## src/rtl/core/gbba_pkg.sv

```systemverilog
package gbba_pkg;

  // Default geometry
  localparam int GBBA_GROUPS      = 4;
  localparam int GBBA_GROUP_SIZE  = 256;
  localparam int GBBA_MAX_REQUEST = 16;

  // Bitmap word layout: block 8*w+j sits at bit 7-j of word w
  localparam int WORD_BITS = 8;
  localparam int IDX_W     = 3;
  localparam logic [WORD_BITS-1:0] TOP_BIT   = 8'h80;
  localparam logic [WORD_BITS-1:0] WORD_ONES = 8'hFF;

  // Field widths
  localparam int FUNC_W  = 1;
  localparam int PREF_W  = 2;
  localparam int COUNT_W = 5;
  localparam int BLK_W   = 10;
  localparam int STAT_W  = 2;

  // Request codes
  localparam logic [FUNC_W-1:0] FUNC_ALLOC = 1'b0;
  localparam logic [FUNC_W-1:0] FUNC_FREE  = 1'b1;

  // Result status codes
  localparam logic [STAT_W-1:0] ST_OK      = 2'd0;
  localparam logic [STAT_W-1:0] ST_PARTIAL = 2'd1;
  localparam logic [STAT_W-1:0] ST_NONE    = 2'd2;
  localparam logic [STAT_W-1:0] ST_BADFREE = 2'd3;

  typedef struct packed {
    logic [FUNC_W-1:0]  func;
    logic [PREF_W-1:0]  preferred_group;
    logic [COUNT_W-1:0] request_count;
    logic [BLK_W-1:0]   block_to_free;
  } in_item_t;

  typedef struct packed {
    logic [BLK_W-1:0]  block_number;
    logic              last;
    logic [STAT_W-1:0] status;
  } out_item_t;

  // Result of the per-word free-bit search
  typedef struct packed {
    logic             found;
    logic [IDX_W-1:0] idx;
  } pick_t;

  typedef enum logic [2:0] {
    S_CLEAR,
    S_IDLE,
    S_SCAN,
    S_FREE,
    S_FLUSH
  } state_t;

endpackage

```

## src/rtl/core/gbba_ram.sv

```systemverilog
module gbba_ram import gbba_pkg::*; #(
  parameter int WIDTH = WORD_BITS,
  parameter int DEPTH = 128
) (
  input  logic                                    clk,
  input  logic                                    wr_en,
  input  logic [((DEPTH > 1) ? $clog2(DEPTH) : 1)-1:0] wr_addr,
  input  logic [WIDTH-1:0]                        wr_data,
  input  logic                                    rd_en,
  input  logic [((DEPTH > 1) ? $clog2(DEPTH) : 1)-1:0] rd_addr,
  output logic [WIDTH-1:0]                        rd_data
);

  logic [WIDTH-1:0] mem [DEPTH];

  // Write port
  always_ff @(posedge clk) begin
    if (wr_en) begin
      mem[wr_addr] <= wr_data;
    end
  end

  // Registered read port, holds between reads
  always_ff @(posedge clk) begin
    if (rd_en) begin
      rd_data <= mem[rd_addr];
    end
  end

endmodule

```

## src/rtl/core/gbba_pick.sv

```systemverilog
module gbba_pick import gbba_pkg::*; #(
  parameter int ADDR_W = 7
) (
  input  logic [WORD_BITS-1:0] word,
  input  logic [ADDR_W-1:0]    word_addr,
  input  logic [ADDR_W+3:0]    lo,
  input  logic [ADDR_W+3:0]    hi,
  output pick_t                pick
);

  localparam int PW = ADDR_W + 4;

  // Lowest-numbered free block of the word that lies in [lo, hi)
  always_comb begin
    logic [PW-1:0] blk;
    pick = '0;
    blk  = '0;
    for (int j = WORD_BITS - 1; j >= 0; j--) begin
      blk = PW'({word_addr, IDX_W'(j)});
      if (!word[WORD_BITS-1-j] && (blk >= lo) && (blk < hi)) begin
        pick.found = 1'b1;
        pick.idx   = IDX_W'(j);
      end
    end
  end

endmodule

```

## src/rtl/core/grouped_block_bitmap_allocator.sv

```systemverilog
// Grouped first-fit block allocator.
// Input channel (in_valid/in_stall/in_data) takes one request beat: an
// allocate of request_count blocks with a preferred group, or a free of one
// block. Output channel (out_valid/out_stall/out_data) gives one beat per
// claimed block, the final one marked last, or a single ST_NONE beat if none is
// claimed; a free gives exactly one beat. Only one request is in flight;
// in_stall stays high until its final beat has been loaded into the output
// register.
// An allocate walks the bitmap through a single search unit, one 8-bit word
// per cycle when no block is claimed from it and the output does not stall.
// A group whose free count is zero is left after its first word.
// Reset: the bitmap RAM is cleared by a pass of one word per cycle;
// in_stall is high during it and group counts are reset at once.
// Output stall: a waiting beat holds in the output register; the search
// pauses only when it has another claimed block to hand over.
module grouped_block_bitmap_allocator import gbba_pkg::*; #(
  parameter int GROUPS      = GBBA_GROUPS,
  parameter int GROUP_SIZE  = GBBA_GROUP_SIZE,
  parameter int MAX_REQUEST = GBBA_MAX_REQUEST
) (
  input  logic      clk,
  input  logic      rst_n,
  input  logic      in_valid,
  output logic      in_stall,
  input  in_item_t  in_data,
  output logic      out_valid,
  input  logic      out_stall,
  output out_item_t out_data
);

  localparam int TOTAL = GROUPS * GROUP_SIZE;
  localparam int WORDS = (TOTAL + WORD_BITS - 1) / WORD_BITS;
  localparam int AW    = (WORDS > 1) ? $clog2(WORDS) : 1;
  localparam int PW    = AW + 4;
  localparam int VW    = (PW > BLK_W) ? PW : BLK_W;
  localparam int CW    = $clog2(GROUP_SIZE + 1);
  localparam int GW    = (GROUPS > 1) ? $clog2(GROUPS) : 1;
  localparam int GCW   = $clog2(GROUPS + 1);
  localparam int XW    = (GCW > PREF_W) ? GCW : PREF_W;
  localparam int WW    = $clog2(MAX_REQUEST + 1);

  function automatic logic [PW-1:0] grp_base(input logic [GCW-1:0] g);
    grp_base = PW'(g) * PW'(GROUP_SIZE);
  endfunction

  function automatic logic [AW-1:0] grp_word(input logic [GCW-1:0] g);
    logic [PW-1:0] b;
    b = grp_base(g);
    grp_word = b[AW+2:3];
  endfunction

  state_t state_r, state_nxt;

  logic [AW-1:0]        clr_r, clr_nxt;
  logic [AW-1:0]        addr_r, addr_nxt;
  logic [WORD_BITS-1:0] wd_r, wd_nxt;
  logic                 fresh_r, fresh_nxt;
  logic                 dirty_r, dirty_nxt;
  logic [GW-1:0]        grp_r, grp_nxt;
  logic                 in_pref_r, in_pref_nxt;
  logic                 has_pref_r, has_pref_nxt;
  logic [PREF_W-1:0]    pref_r, pref_nxt;
  logic [WW-1:0]        want_r, want_nxt;
  logic [WW-1:0]        got_r, got_nxt;
  logic                 pend_v_r, pend_v_nxt;
  logic [BLK_W-1:0]     pend_r, pend_nxt;
  logic [BLK_W-1:0]     vic_r, vic_nxt;
  logic [CW-1:0]        fcnt_r [GROUPS];
  logic                 out_v_r;
  out_item_t            out_r;

  // RAM port signals
  logic                 wr_en, rd_en;
  logic [AW-1:0]        wr_addr, rd_addr;
  logic [WORD_BITS-1:0] wr_data, rd_data;

  // Output register control
  logic      out_load;
  out_item_t out_nxt;
  logic      out_free;

  // Request decode
  logic            in_take;
  logic            has_pref_in;
  logic [GCW-1:0]  first_grp;
  logic [WW-1:0]   want_sat;
  logic [VW-1:0]   vic_in_ext, vic_ext;

  // Scan datapath
  logic [WORD_BITS-1:0] word_cur;
  logic [PW-1:0]        base_cur, end_cur;
  logic                 last_word;
  logic [CW-1:0]        fcnt_cur;
  pick_t                pick;
  logic                 can_claim, claim_go, scan_exit;
  logic                 grp_done, all_done;
  logic [GCW-1:0]       cand_a, cand;
  logic                 cand_end;
  logic [AW-1:0]        next_addr;

  // Free datapath
  logic                 vic_in_range, vic_used, vic_ok;
  logic [WORD_BITS-1:0] free_mask;
  logic [GW-1:0]        vgrp;

  gbba_ram #(
    .WIDTH (WORD_BITS),
    .DEPTH (WORDS)
  ) u_map (
    .clk     (clk),
    .wr_en   (wr_en),
    .wr_addr (wr_addr),
    .wr_data (wr_data),
    .rd_en   (rd_en),
    .rd_addr (rd_addr),
    .rd_data (rd_data)
  );

  gbba_pick #(
    .ADDR_W (AW)
  ) u_pick (
    .word      (word_cur),
    .word_addr (addr_r),
    .lo        (base_cur),
    .hi        (end_cur),
    .pick      (pick)
  );

  // Request decode
  assign in_take     = in_valid && (state_r == S_IDLE);
  assign has_pref_in = 32'(in_data.preferred_group) < GROUPS;
  assign first_grp   = has_pref_in ? GCW'(in_data.preferred_group) : '0;
  assign want_sat    = (32'(in_data.request_count) > MAX_REQUEST) ? WW'(MAX_REQUEST)
                                                                  : WW'(in_data.request_count);
  assign vic_in_ext  = VW'(in_data.block_to_free);

  // Current word and group window
  assign word_cur  = fresh_r ? rd_data : wd_r;
  assign base_cur  = grp_base(GCW'(grp_r));
  assign end_cur   = base_cur + PW'(GROUP_SIZE);
  assign last_word = (PW'({addr_r, {IDX_W{1'b0}}}) + PW'(WORD_BITS)) >= end_cur;
  assign fcnt_cur  = fcnt_r[grp_r];

  // Claim one block per cycle while the output can take the previous claim, leave the word when nothing more fits
  assign can_claim = (state_r == S_SCAN) && pick.found && (got_r != want_r) &&
                     (fcnt_cur != '0);
  assign claim_go  = can_claim && (!pend_v_r || out_free);
  assign scan_exit = (state_r == S_SCAN) && !can_claim;
  assign grp_done  = (got_r == want_r) || (fcnt_cur == '0) || last_word;

  // Group order: preferred first, then ascending with the preferred skipped
  always_comb begin
    cand_a = in_pref_r ? '0 : GCW'(grp_r) + GCW'(1);
    cand   = cand_a;
    if (has_pref_r && (XW'(cand_a) == XW'(pref_r))) begin
      cand = cand_a + GCW'(1);
    end
  end

  assign cand_end  = 32'(cand) >= GROUPS;
  assign all_done  = (got_r == want_r) || (grp_done && cand_end);
  assign next_addr = grp_done ? grp_word(cand) : addr_r + AW'(1);

  // Free checks
  assign vic_ext      = VW'(vic_r);
  assign vic_in_range = vic_ext < VW'(TOTAL);
  assign vic_used     = rd_data[~vic_r[IDX_W-1:0]];
  assign vic_ok       = vic_in_range && vic_used;
  assign free_mask    = TOP_BIT >> vic_r[IDX_W-1:0];

  // Group of the block being freed
  always_comb begin
    logic [VW-1:0] lo;
    vgrp = '0;
    lo   = '0;
    for (int g = 0; g < GROUPS; g++) begin
      lo = VW'(g) * VW'(GROUP_SIZE);
      if ((vic_ext >= lo) && (vic_ext < lo + VW'(GROUP_SIZE))) begin
        vgrp = vgrp | GW'(g);
      end
    end
  end

  assign out_free = !out_v_r || !out_stall;

  // Next state
  always_comb begin
    state_nxt = state_r;
    unique case (state_r)
      S_CLEAR: begin
        if (clr_r == AW'(WORDS - 1)) state_nxt = S_IDLE;
      end
      S_IDLE: begin
        if (in_valid) begin
          if (in_data.func == FUNC_FREE) state_nxt = S_FREE;
          else if (want_sat == '0)       state_nxt = S_FLUSH;
          else                           state_nxt = S_SCAN;
        end
      end
      S_SCAN: begin
        if (scan_exit && all_done) state_nxt = S_FLUSH;
      end
      S_FREE: begin
        if (out_free) state_nxt = S_IDLE;
      end
      S_FLUSH: begin
        if (out_free) state_nxt = S_IDLE;
      end
      default: state_nxt = S_IDLE;
    endcase
  end

  // Outputs of the sequencer: handshake, RAM ports, result beat
  always_comb begin
    in_stall = 1'b1;
    wr_en    = 1'b0;
    wr_addr  = addr_r;
    wr_data  = word_cur;
    rd_en    = 1'b0;
    rd_addr  = next_addr;
    out_load = 1'b0;
    out_nxt  = '{block_number: pend_r, last: 1'b0, status: ST_OK};
    unique case (state_r)
      S_CLEAR: begin
        wr_en   = 1'b1;
        wr_addr = clr_r;
        wr_data = '0;
      end
      S_IDLE: begin
        in_stall = 1'b0;
        if (in_valid) begin
          rd_en   = 1'b1;
          rd_addr = (in_data.func == FUNC_FREE) ? vic_in_ext[AW+2:3] : grp_word(first_grp);
        end
      end
      S_SCAN: begin
        // hand over the previous claim when a new one is made
        if (claim_go && pend_v_r) begin
          out_load = 1'b1;
        end
        if (scan_exit) begin
          wr_en = dirty_r;
          rd_en = !all_done;
        end
      end
      S_FREE: begin
        wr_addr = vic_ext[AW+2:3];
        wr_data = rd_data & (WORD_ONES ^ free_mask);
        out_nxt = '{block_number: vic_r, last: 1'b1,
                    status: vic_ok ? ST_OK : ST_BADFREE};
        if (out_free) begin
          out_load = 1'b1;
          wr_en    = vic_ok;
        end
      end
      S_FLUSH: begin
        if (pend_v_r) begin
          out_nxt = '{block_number: pend_r, last: 1'b1,
                      status: (got_r < want_r) ? ST_PARTIAL : ST_OK};
        end else begin
          out_nxt = '{block_number: '0, last: 1'b1, status: ST_NONE};
        end
        out_load = out_free;
      end
      default: ;
    endcase
  end

  // Datapath next values
  always_comb begin
    clr_nxt      = clr_r;
    addr_nxt     = addr_r;
    wd_nxt       = wd_r;
    fresh_nxt    = fresh_r;
    dirty_nxt    = dirty_r;
    grp_nxt      = grp_r;
    in_pref_nxt  = in_pref_r;
    has_pref_nxt = has_pref_r;
    pref_nxt     = pref_r;
    want_nxt     = want_r;
    got_nxt      = got_r;
    pend_v_nxt   = pend_v_r;
    pend_nxt     = pend_r;
    vic_nxt      = vic_r;
    if (state_r == S_CLEAR) begin
      clr_nxt = clr_r + AW'(1);
    end
    if (in_take) begin
      vic_nxt      = in_data.block_to_free;
      want_nxt     = want_sat;
      got_nxt      = '0;
      pend_v_nxt   = 1'b0;
      dirty_nxt    = 1'b0;
      fresh_nxt    = 1'b1;
      grp_nxt      = GW'(first_grp);
      in_pref_nxt  = has_pref_in;
      has_pref_nxt = has_pref_in;
      pref_nxt     = in_data.preferred_group;
      addr_nxt     = grp_word(first_grp);
    end
    if (claim_go) begin
      wd_nxt     = word_cur | (TOP_BIT >> pick.idx);
      dirty_nxt  = 1'b1;
      fresh_nxt  = 1'b0;
      got_nxt    = got_r + WW'(1);
      pend_v_nxt = 1'b1;
      pend_nxt   = BLK_W'(PW'({addr_r, pick.idx}));
    end
    if (scan_exit) begin
      // keep the word locally when the next group starts in the same word
      wd_nxt    = word_cur;
      dirty_nxt = 1'b0;
      fresh_nxt = (next_addr != addr_r);
      addr_nxt  = next_addr;
      if (grp_done) begin
        grp_nxt     = GW'(cand);
        in_pref_nxt = 1'b0;
      end
    end
  end

  // Control registers
  always_ff @(posedge clk) begin
    if (!rst_n) begin
      state_r  <= S_CLEAR;
      clr_r    <= '0;
      fresh_r  <= 1'b0;
      dirty_r  <= 1'b0;
      pend_v_r <= 1'b0;
      out_v_r  <= 1'b0;
    end else begin
      state_r  <= state_nxt;
      clr_r    <= clr_nxt;
      fresh_r  <= fresh_nxt;
      dirty_r  <= dirty_nxt;
      pend_v_r <= pend_v_nxt;
      if (out_load)       out_v_r <= 1'b1;
      else if (!out_stall) out_v_r <= 1'b0;
    end
  end

  // Per-group free counts
  always_ff @(posedge clk) begin
    if (!rst_n) begin
      for (int g = 0; g < GROUPS; g++) begin
        fcnt_r[g] <= CW'(GROUP_SIZE);
      end
    end else if (claim_go) begin
      fcnt_r[grp_r] <= fcnt_cur - CW'(1);
    end else if ((state_r == S_FREE) && out_free && vic_ok) begin
      fcnt_r[vgrp] <= fcnt_r[vgrp] + CW'(1);
    end
  end

  // Payload registers
  always_ff @(posedge clk) begin
    addr_r     <= addr_nxt;
    wd_r       <= wd_nxt;
    grp_r      <= grp_nxt;
    in_pref_r  <= in_pref_nxt;
    has_pref_r <= has_pref_nxt;
    pref_r     <= pref_nxt;
    want_r     <= want_nxt;
    got_r      <= got_nxt;
    pend_r     <= pend_nxt;
    vic_r      <= vic_nxt;
    if (out_load) out_r <= out_nxt;
  end

  assign out_valid = out_v_r;
  assign out_data  = out_r;

endmodule

```

## config.mk

```make
export PLATFORM = sky130hd
export DESIGN_NAME = grouped_block_bitmap_allocator
export DESIGN_NICKNAME = d
export VERILOG_FILES = /design/src/rtl/core/gbba_pkg.sv /design/src/rtl/core/gbba_ram.sv /design/src/rtl/core/gbba_pick.sv /design/src/rtl/core/grouped_block_bitmap_allocator.sv
export SDC_FILE = /design/constraint.sdc
export NUM_CORES = 1
export LEC_CHECK = 0
export BUFFER_PORTS_ARGS = -buffer_cell sky130_fd_sc_hd__buf_2
export CAP_MARGIN = 20
export CORE_MARGIN = 5
export CORE_UTILIZATION = 55
export CTS_BUF_LIST = sky130_fd_sc_hd__clkbuf_8
export CTS_CLUSTER_DIAMETER = 80
export DETAILED_ROUTE_END_ITERATION = 7
export GPL_ROUTABILITY_DRIVEN = 0
export PLACE_DENSITY = 0.69
export SLEW_MARGIN = 20
export SYNTH_ARGS = -nofsm -noshare
export SYNTH_HDL_FRONTEND = slang
export SYNTH_SLANG_ARGS = --single-unit
```

## constraint.sdc

```tcl
create_clock -name clk -period 23.5 [get_ports clk]
set_clock_uncertainty 0.1 [all_clocks]
set_input_delay 4.7 -clock clk [delete_from_list [all_inputs] [get_ports clk]]
set_output_delay 4.7 -clock clk [all_outputs]
set_load 0.01 [all_outputs]
```

# --- Word-level counts from Yosys, hierarchy flattened ---
# Memories as Yosys holds them, arrays and structs flattened. A register that Yosys moved wholly into a read port is not among the register bits.
# Cells that the tools add are included.
# W data, S select, Z words.
word_totals:
  output_inout_bits: 15
  ram_bits: 1060
  ff_bits: 77
  inputBits: 22
  n_memories: 2
mem_list:
  columns: ["memory", "depth", "width", "rd", "rd_ports_with_merged_regs", "write_ports", "line_no", "text"]
  rows:
  - ["u_map.mem", 128, 8, 1, 1, 1, "gbba_ram.sv:14", "logic [WIDTH-1:0] mem [DEPTH];"]
  - ["fcnt_r", 4, 9, 2, 1, 4, "grouped_block_bitmap_allocator.sv:68", "logic [CW-1:0] fcnt_r [GROUPS];"]
op_classes:
  reduce_logical: 62
  n_lt_le_gt_ge: 27
  n_eq_ne: 14
  n_bitwise: 5
  muxes: 79
  addsub: 9
  shift: 2
ops:
  columns: ["cell", "n"]
  rows:
  - ["$lt A10 B11 Y1", 8]
  - ["$ge A10 B10 Y1", 8]
  - ["$mux W7", 6]
  - ["$mux W1", 32]
  - ["$mux W4", 8]
  - ["$logic_and A1 B1 Y1", 31]
  - ["$pmux W13 S2", 1]
  - ["$mux W3", 8]
  - ["$mux W8", 3]
  - ["$ge A10 B10 Y1 const B", 2]
  - ["$lt A10 B10 Y1 const B", 2]
  - ["$mux W9", 2]
  - ["$reduce_or A9 Y1", 2]
  - ["$mux W2", 8]
  - ["$pmux W8 S2", 1]
  - ["$shr A8 B3 Y8 const A", 2]
  - ["$mux W5", 3]
  - ["$add A7 B1 Y7 const B", 2]
  - ["$pmux W7 S2", 1]
  - ["$logic_not A1 Y1", 13]
  - ["$mux W13", 1]
  - ["$pmux W3 S4", 1]
  - ["$add A10 B4 Y11 const B", 1]
  - ["$add A10 B9 Y11 const B", 1]
  - ["39 further kinds", 51]

# --- Depth between registers and ports, before layout ---
# Gate-level depths: netlist of the first run.
logic_depth:
  depth_word: 22
  ltp_mapped: 19
  ltp_nobuf: 14

# --- Cells and area by module ---
# From an unflattened synthesis of the first run, not the netlist that was laid out.
hier_totals:
  hier_cells: 2320
  hier_area_um2: 47048.9
by_module_without_submodules:
  columns: ["mod", "n_inst", "area_each_um2", "cells_per_inst", "seq_area_each_um2"]
  rows:
  - ["gbba_ram", 1, 39745.6, 1635, 30989.7]
  - ["grouped_block_bitmap_allocator", 1, 6462.4, 573, 3223.1]
  - ["gbba_pick", 1, 840.8, 112, 0.0]

# --- Worst setup path after synthesis of the first run ---
# Ideal clock, no wire load.
synth_timing:
  path_type: "register -> register"
  from: "reg state_r[2]"
  to: "mem u_map.mem[0][6] (netlist name) (data pin)"
  stages_incl_launch_ff: 6
  path_slack_ps: 15747
  arrival_time_ps: 6426
  synth_period_minus_slack_ps: 7753
  path_cell_list: "dfxtp_1 clkbuf_1 and3b_1 clkbuf_1 clkbuf_1 o31ai_1"
synth_via:
  elab_chain_cells: 2
  elab_cells_between_ends: 3
  classes_between: "1 x eq/ne; 1 x mux; 1 x reduce/logical"
synth_lines:
  columns: ["element", "line_no", "text"]
  rows:
  - ["from (decl)", "grouped_block_bitmap_allocator.sv:52", "state_t state_r, state_nxt;"]
  - ["from (signal assigned)", "grouped_block_bitmap_allocator.sv:332", "state_r <= state_nxt;"]
  - ["$eq A3 B2 Y1 / $logic_not A3 Y1 (equally long branches)", "grouped_block_bitmap_allocator.sv:223", "unique case (state_r)"]
  - ["$pmux W8 S2 (*)", "grouped_block_bitmap_allocator.sv:223", null]
  - ["via u_map.wr_data[6]", "gbba_ram.sv:8", "input logic [WIDTH-1:0] wr_data,"]
  - ["to (decl)", "gbba_ram.sv:14", null]
# Mark *: on every way through the listed nets, which the timed path passes. The rest lies on a longest branch.

# --- Worst setup path in the final report of the first run ---
layout_timing:
  from: "in in_valid"
  to: "reg u_map.rd_data[1] (read register of u_map.mem) (data pin)"
layout_via:
  elab_chain_cells: 2
  elab_cells_between_ends: 4
  classes_between: "4 x mux"
layout_lines:
  columns: ["element", "line_no", "text"]
  rows:
  - ["from (decl)", "grouped_block_bitmap_allocator.sv:23", "input logic in_valid,"]
  - ["$mux W1 / $mux W7 (equally long branches)", "grouped_block_bitmap_allocator.sv:231", "if (in_valid) begin"]
  - ["$pmux W1 S2 / $mux W7 (equally long branches)", "grouped_block_bitmap_allocator.sv:223", null]
  - ["to (decl)", "gbba_ram.sv:11", "output logic [WIDTH-1:0] rd_data"]
# Several ways; a longest one is shown, not always the timed one.
# A chain may end at the register's enable or synchronous reset.

==> impl_metrics.json, run 1 <==
{
  "timing.hold.worst_endpoint": "dirty_r$_SDFFE_PP0P_",
  "core_sq_um": 84900,
  "post-route-period-util": 0.417,
  "final_layout_size_suffix_gt1_frac": 0.0920,
  "clk-insertion-delay-late_ns": 0.86,
  "syn_inst": 3582,
  "cts_root_buffer": "clkbuf_8",
  "combPwrFrac": 0.011,
  "die_x_um": 302,
  "avgSynthCellArea_sq_um": 13.1,
  "area_delta_synth_final_pct": 9.47,
  "r2r-start": "grp_r[0]$_DFF_P_",
  "async_flop_share": 0,
  "fin_tns_setup_ns": 0,
  "status": "complete, no violations",
  "cts_buffers": 181,
  "drc": 0,
  "yosysSeqAreaShare": 0.730,
  "die_area_sq_um": 91200,
  "r2r_end": "u_map.rd_data[1]$_DFFE_PP_",
  "worst_pin_slew_ns": 1.17,
  "grt_setup_unrepaired": "no",
  "syn-cell-area_sq_um": 46900,
  "synth_edf_count": 1128,
  "cts_setup_buffers": 0,
  "hold_viol_final": 0,
  "final_cell_mix": "edfxtp_1 (1128), nand2_1 (968), nand3_1 (318)",
  "hold_path.class": "reg -> reg",
  "crit_type": "in -> reg",
  "ctsHoldBuffers": 0,
  "r2r_cells": 14,
  "grt_usage": 0.260,
  "regToRegSetupSlack_ns": 16.16,
  "cts_tree": "done",
  "p_sw_uw": 802,
  "synthFlopType": "edfxtp_1",
  "worstPathArrival_ns": 10.37,
  "clockBufferDepth": 3,
  "antenna_found_initial": 3,
  "finalCriticalPeriod_ns": 9.80,
  "syn_nets": 3622,
  "hpwl_mm": 66.5,
  "p_sw_frac": 0.211,
  "drt_wl_total_mm": 120,
  "clk_pin_slew_ns": 0.06,
  "routed_via_density": 6.12,
  "gr-total-overflow": 0,
  "yosys_register_bits": 1145,
  "intPower_mw": 2.99,
  "whs_ns": 0.390,
  "post_cts_resized": 0,
  "vias": 30000,
  "p_per_area_nw_per_um2": 74.0,
  "nets": 3672,
  "max_slew_margin": 0.222,
  "hold_depth": 2,
  "cap_violations": 0,
  "antenna_left": 0,
  "clock.fmax_mhz": 102,
  "grt_max_degree": 217,
  "first_pass_iters": 6,
  "fillers": 6639,
  "worstPathRequired_ns": 24.07,
  "cts.sinks": 1145,
  "layout_commonest_cell": "edfxtp_1",
  "final_max_slew_viol_count": 0,
  "wl_per_cell_um": 24.5,
  "cp_max_fo": 168,
  "p_seq_frac": 0.586,
  "row_count": 107,
  "ioPinCount": 37,
  "pwr-share-clk": 0.404,
  "worstSetupEndpointType": "flip-flop",
  "fp.dieH_um": 302,
  "startpoint_type": "input pin",
  "start_util": 0.552,
  "ys_types": 69,
  "fin_util": 0.604,
  "io_buffers": 36,
  "ir_worst_vdd_v": 0.0000636,
  "drt_iter0_drc": 3545,
  "min_from": "dirty_r$_SDFFE_PP0P_",
  "ctsHtreeMaxLevel": 4,
  "p_leak_nw": 18.3,
  "finalSetupViolations": 0,
  "grt_first_pass_wirelength_mm": 178,
  "grt_pass1_vias": 28500,
  "ys_warn_count": 0
}
-- per-stage QoR --
step	std cells	cell area (sq um)	power (mW)	worst slack, ns
3_5_place_dp	4593	48100	2.30	13.01
4_1_cts	4904	51300	3.81	13.89
5_1_grt	4905	51300	3.91	13.40
6_report	4905	51300	3.79	13.70
2_1_floorplan	3582	46900	2.28	15.75
3_3_place_gp	4593	48100	2.30	13.14
-- cells by family (layout without fill, tap and decap cells) --
group | Yosys count | in the layout | share of synthesized area
AND/OR/NAND/NOR | 1688 | 1688 | 0.155
other | 0 | 1 | 0
flip-flops | 1145 | 1145 | 0.730
XOR/XNOR | 30 | 30 | 0.00561
buffers and inverters | 247 | 425 | 0.0218
AO/OA/AOI/OAI | 351 | 351 | 0.0553
multiplexers | 103 | 103 | 0.0274
adder cells (fa/ha/maj) | 18 | 18 | 0.00481
-- worst max-delay path by stage --
stage / start / end / cells past startpoint
final: in_valid / u_map.rd_data[1]$_DFFE_PP_ / 15
after global routing: in_valid / u_map.rd_data[0]$_DFFE_PP_ / 15
after CTS: in_valid / u_map.rd_data[0]$_DFFE_PP_ / 15
after detailed placement: in_valid / u_map.rd_data[0]$_DFFE_PP_ / 15
after global placement: in_valid / u_map.rd_data[3]$_DFFE_PP_ / 15
after floorplan: state_r[2]$_SDFFE_PN0P_ / u_map.mem[0][6]$_DFFE_PP_ / 5
-- synthesized netlist by cell type, types with 4 or more instances --
cell | number | share of area
buf_1 | 14 | 0.0011
clkbuf_1 | 143 | 0.011
o2111ai_1 | 6 | 0.0011
nand2_1 | 968 | 0.078
a221o_1 | 8 | 0.0017
nor3_1 | 6 | 0.00064
a21o_1 | 7 | 0.0011
nor3b_1 | 5 | 0.00080
o21a_1 | 7 | 0.0011
o31ai_1 | 7 | 0.0011
a221oi_1 | 6 | 0.0011
a31oi_1 | 125 | 0.017
ha_1 | 18 | 0.0048
a32oi_1 | 71 | 0.013
edfxtp_1 | 1128 | 0.72
xnor2_1 | 17 | 0.0032
and3_1 | 7 | 0.00093
o21ai_1 | 11 | 0.0012
dfxtp_1 | 17 | 0.0073
inv_1 | 35 | 0.0028
mux2i_1 | 81 | 0.017
nor2b_1 | 20 | 0.0027
and3b_1 | 4 | 0.00075
a21boi_0 | 10 | 0.0016
a211oi_1 | 10 | 0.0016
nor2_1 | 210 | 0.017
or2_2 | 6 | 0.00080
o21ai_0 | 21 | 0.0022
nand4_1 | 99 | 0.013
xor2_1 | 13 | 0.0024
mux4_2 | 20 | 0.0096
a21oi_1 | 10 | 0.0011
o31a_1 | 5 | 0.00093
o22a_1 | 7 | 0.0013
nand3_1 | 318 | 0.034
nor4_1 | 8 | 0.0011
nand2b_1 | 8 | 0.0011
and2_1 | 14 | 0.0019
o211ai_1 | 4 | 0.00064
a22o_1 | 12 | 0.0022
buf_2 | 50 | 0.0053
-- power by group through the flow --
stage / logic [mW] / clock network (mW) / registers, mW
6_report: 0.0406 / 1.53 / 2.22
5_1_grt: 0.0418 / 1.65 / 2.22
4_1_cts: 0.0391 / 1.55 / 2.22
3_5_place_dp: 0.0391 / 0 / 2.26
3_3_place_gp: 0.0388 / 0 / 2.26
2_1_floorplan: 0.0191 / 0 / 2.26
-- worst max-delay path: stages --
cell and delay [ns]:
buf_2 0.11, nand3_1 0.38, inv_1 0.37, and2_1 0.36, nand2_1 0.18, o31a_2 0.61
buf_12 0.67, buf_4 0.89, buf_4 0.80, nand2_1 0.12, a31oi_1 0.21, nand4_1 0.20
nand4_1 0.25, o21ai_1 0.13, a211oi_1 0.25
-- metal layers --
metal | track usage | part of all wire
met1 | 0.364 | 0.40
met2 | 0.398 | 0.46
met3 | 0.0737 | 0.11
met4 | 0.0914 | 0.032
met5 | 0 | 0
-- registers in the layout (all words and copies together), names as in the netlist, 7 cells and up --
signal and cells:
fcnt_r 36, vic_r 10, u_map.rd_data 8, wd_r 8, addr_r 7, out_data 13
pend_r 10, u_map.mem 1024, clr_r 7
-- cell type report --
type,instances,area [sq um],area share
tap,1144,1430,0.0279
antenna,1,2.50,0.0000488
clock buffer,185,2550,0.0496
sequential,1145,34200,0.667
clock inverter,126,654,0.0128
multi-input combinational,2190,11800,0.230
timing repair buffer,79,541,0.0105
inverter,35,131,0.00256
(Power assumes the default switching activity.)
==> run 2, diff against run 1 <==
- PLACE_DENSITY: 0.69 -> 0.71
- clock period: 23.5 -> 8.6 ns (I/O delays scaled with it)
==> run 2 against run 1 <==
Net effect:
- core utilization grew 0.20 points
- cell area grew 0.32%
- setup slack lost 11 ns
- first-iteration DRC count grew 2.2%
- cell count grew 0.20%
- combinational power grew to 2.7 times the previous value
- hold slack lost 0.013 ns
- die area is the same
- total power grew to 2.8 times the previous value
- sequential power grew to 2.7 times the previous value
==> impl_metrics.json, run 2 (same netlist as run 1, synthesis figures left out) <==
{
  "intPower_mw": 8.23,
  "core_sq_um": 84900,
  "p_sw_mw": 2.23,
  "startpoint_type": "flip-flop",
  "cp_cell_sequence": "buf_4 -> mux4_2 -> or4b_4 -> or4_4 -> nand4_2 -> o21a_4 -> buf_4 -> nand3_1 -> nand4_1 -> nand4_1 -> o21ai_1 -> a211oi_1",
  "crit_buf_inv": 2,
  "whs_ns": 0.378,
  "hold_path.class": "reg -> reg",
  "min_from": "dirty_r$_SDFFE_PP0P_",
  "cp_top_family": "simple AND/OR/NAND/NOR gates",
  "worst_pin_slew_ns": 1.12,
  "largest_register": "u_map.mem",
  "nets": 3667,
  "final_max_slew_viol_count": 0,
  "start_util": 0.552,
  "die_area_sq_um": 91200,
  "cts.sinks": 1145,
  "cap_violations": 0,
  "fin_tns_setup_ns": 0,
  "antenna_found_initial": 1,
  "grt-busiest-layer": "met2",
  "clock.fmax_mhz": 171,
  "max_slew_margin": 0.253,
  "routed_via_density": 6.09,
  "vias": 29900,
  "grt_setup_unrepaired": "no",
  "wl_per_cell_um": 24.0,
  "die_x_um": 302,
  "grt_pass1_vias": 29000,
  "row_count": 107,
  "met2_usage": 0.396,
  "final_layout_size_suffix_gt1_frac": 0.0907,
  "hpwl_mm": 67.5,
  "worstSetupEndpointType": "flip-flop",
  "drc": 0,
  "post-route-period-util": 0.679,
  "first_pass_iters": 6,
  "cp_max_fo": 65,
  "finalCriticalPeriod_ns": 5.84,
  "drt_wl_total_mm": 118,
  "cpPeakStageDelay_ns": 0.80,
  "cts_tree": "done",
  "grt_max_degree": 178,
  "final_cell_mix": "edfxtp_1 (1128), nand2_1 (966), nand3_1 (318)",
  "drt_iter0_drc": 3623,
  "largest_register_ffs": 1024,
  "p_per_area_nw_per_um2": 203,
  "worstPathRequired_ns": 9.09,
  "ctsHoldBuffers": 0,
  "p_seq_frac": 0.581,
  "area_delta_synth_final_pct": 9.83,
  "cts_setup_buffers": 0,
  "ctsHtreeMaxLevel": 4,
  "grt_usage": 0.258,
  "fp.dieH_um": 302,
  "critPathLaunch": "grp_r[0]$_DFF_P_",
  "r2r-start": "grp_r[0]$_DFF_P_",
  "ioPinCount": 37,
  "antenna_left": 0,
  "clockBufferDepth": 3,
  "crit_type": "reg -> reg",
  "combPwrFrac": 0.010,
  "fin_util": 0.606,
  "cts_root_buffer": "clkbuf_8",
  "place_inst": 4592,
  "ir_worst_vdd_v": 0.000143,
  "pwr-share-clk": 0.409,
  "p_total_mw": 10.5,
  "finalSetupViolations": 0,
  "hold_viol_final": 0,
  "io_buffers": 36,
  "status": "complete, no violations",
  "layout_commonest_cell": "edfxtp_1",
  "stdcell_count": 4915,
  "slowest_stage": "o21a_4",
  "p_leak_nw": 18.2,
  "clk-insertion-delay-late_ns": 0.88,
  "p_sw_frac": 0.213,
  "cts_buffers": 177,
  "use_met1": 0.366,
  "clk_pin_slew_ns": 0.06,
  "gr-total-overflow": 0,
  "grt_use_met3": 0.0545,
  "post_cts_resized": 0,
  "grt_first_pass_wirelength_mm": 178,
  "worstPathArrival_ns": 6.32
}
## run 2: cell types whose count changed in the layout (fill, tap and decap cells not counted), moves of 2 or more
| cell | previous run | this run |
|---|---|---|
| inv_6 | 5 | 2 |
| buf_4 | 40 | 35 |
| bufinv_16 | 3 | 6 |
| clkinvlp_4 | 3 | 0 |
| clkinv_2 | 11 | 8 |
| inv_12 | 1 | 8 |
| inv_1 | 90 | 100 |
| clkinv_8 | 2 | 4 |
| clkinv_1 | 44 | 51 |
| buf_12 | 3 | 7 |
| nand2_1 | 968 | 966 |
| nand2_2 | 0 | 2 |
| clkbuf_8 | 185 | 177 |
## run 2: power groups by stage
stage | sequential (mW) | combinational, mW | clock, mW
6_report | 6.07 | 0.110 | 4.28
2_1_floorplan | 6.18 | 0.0521 | 0
3_5_place_dp | 6.19 | 0.106 | 0
3_3_place_gp | 6.19 | 0.105 | 0
4_1_cts | 6.07 | 0.106 | 4.33
5_1_grt | 6.07 | 0.114 | 4.60
## run 2: stage by stage
stage	area [sq um]	worst slack, ns
2_1_floorplan	46900	0.847
3_3_place_gp	48100	2.35
3_5_place_dp	48100	2.23
4_1_cts	51500	2.74
5_1_grt	51500	2.56
6_report	51500	2.76
## run 2: area by class of cell
type                    instances  area (sq um)
well taps                    1144          1430
clock inverters               145           880
repair buffers                 78           583
diodes                          1          2.50
multi-input cells            2190         11800
flip-flops and latches       1145         34200
clock buffers                 177          2440
inverters                      35           131
fillers                      6532         33400
## run 2: per-layer routing
metal / wire [um] / vias to the layer above
met5: 0 / -
met4: 4280 / 0
met3: 11700 / 240
met2: 55000 / 1633
met1: 47200 / 14600
li1: - / 13400
## run 2: worst reg2reg max path, cell delays in order, from the launching register on
cell and delay, ns:
dfxtp_1 0.62, buf_4 0.30, mux4_2 0.59, or4b_4 0.55, or4_4 0.62, nand4_2 0.30
o21a_4 0.80, buf_4 0.47, nand3_1 0.16, nand4_1 0.19, nand4_1 0.27, o21ai_1 0.50
a211oi_1 0.10
## run 2: final timing paths
| path | endpoint | slack [ns] | depth (start not counted) |
|---|---|---|---|
| worst max-delay path | u_map.rd_data[4]$_DFFE_PP_ | 2.76 | 12 |
| worst min-delay path | dirty_r$_SDFFE_PP0P_ | 0.38 | 2 |
| worst max register to register | u_map.rd_data[4]$_DFFE_PP_ | 2.76 | 12 |
| worst min register to register | dirty_r$_SDFFE_PP0P_ | 0.38 | 2 |
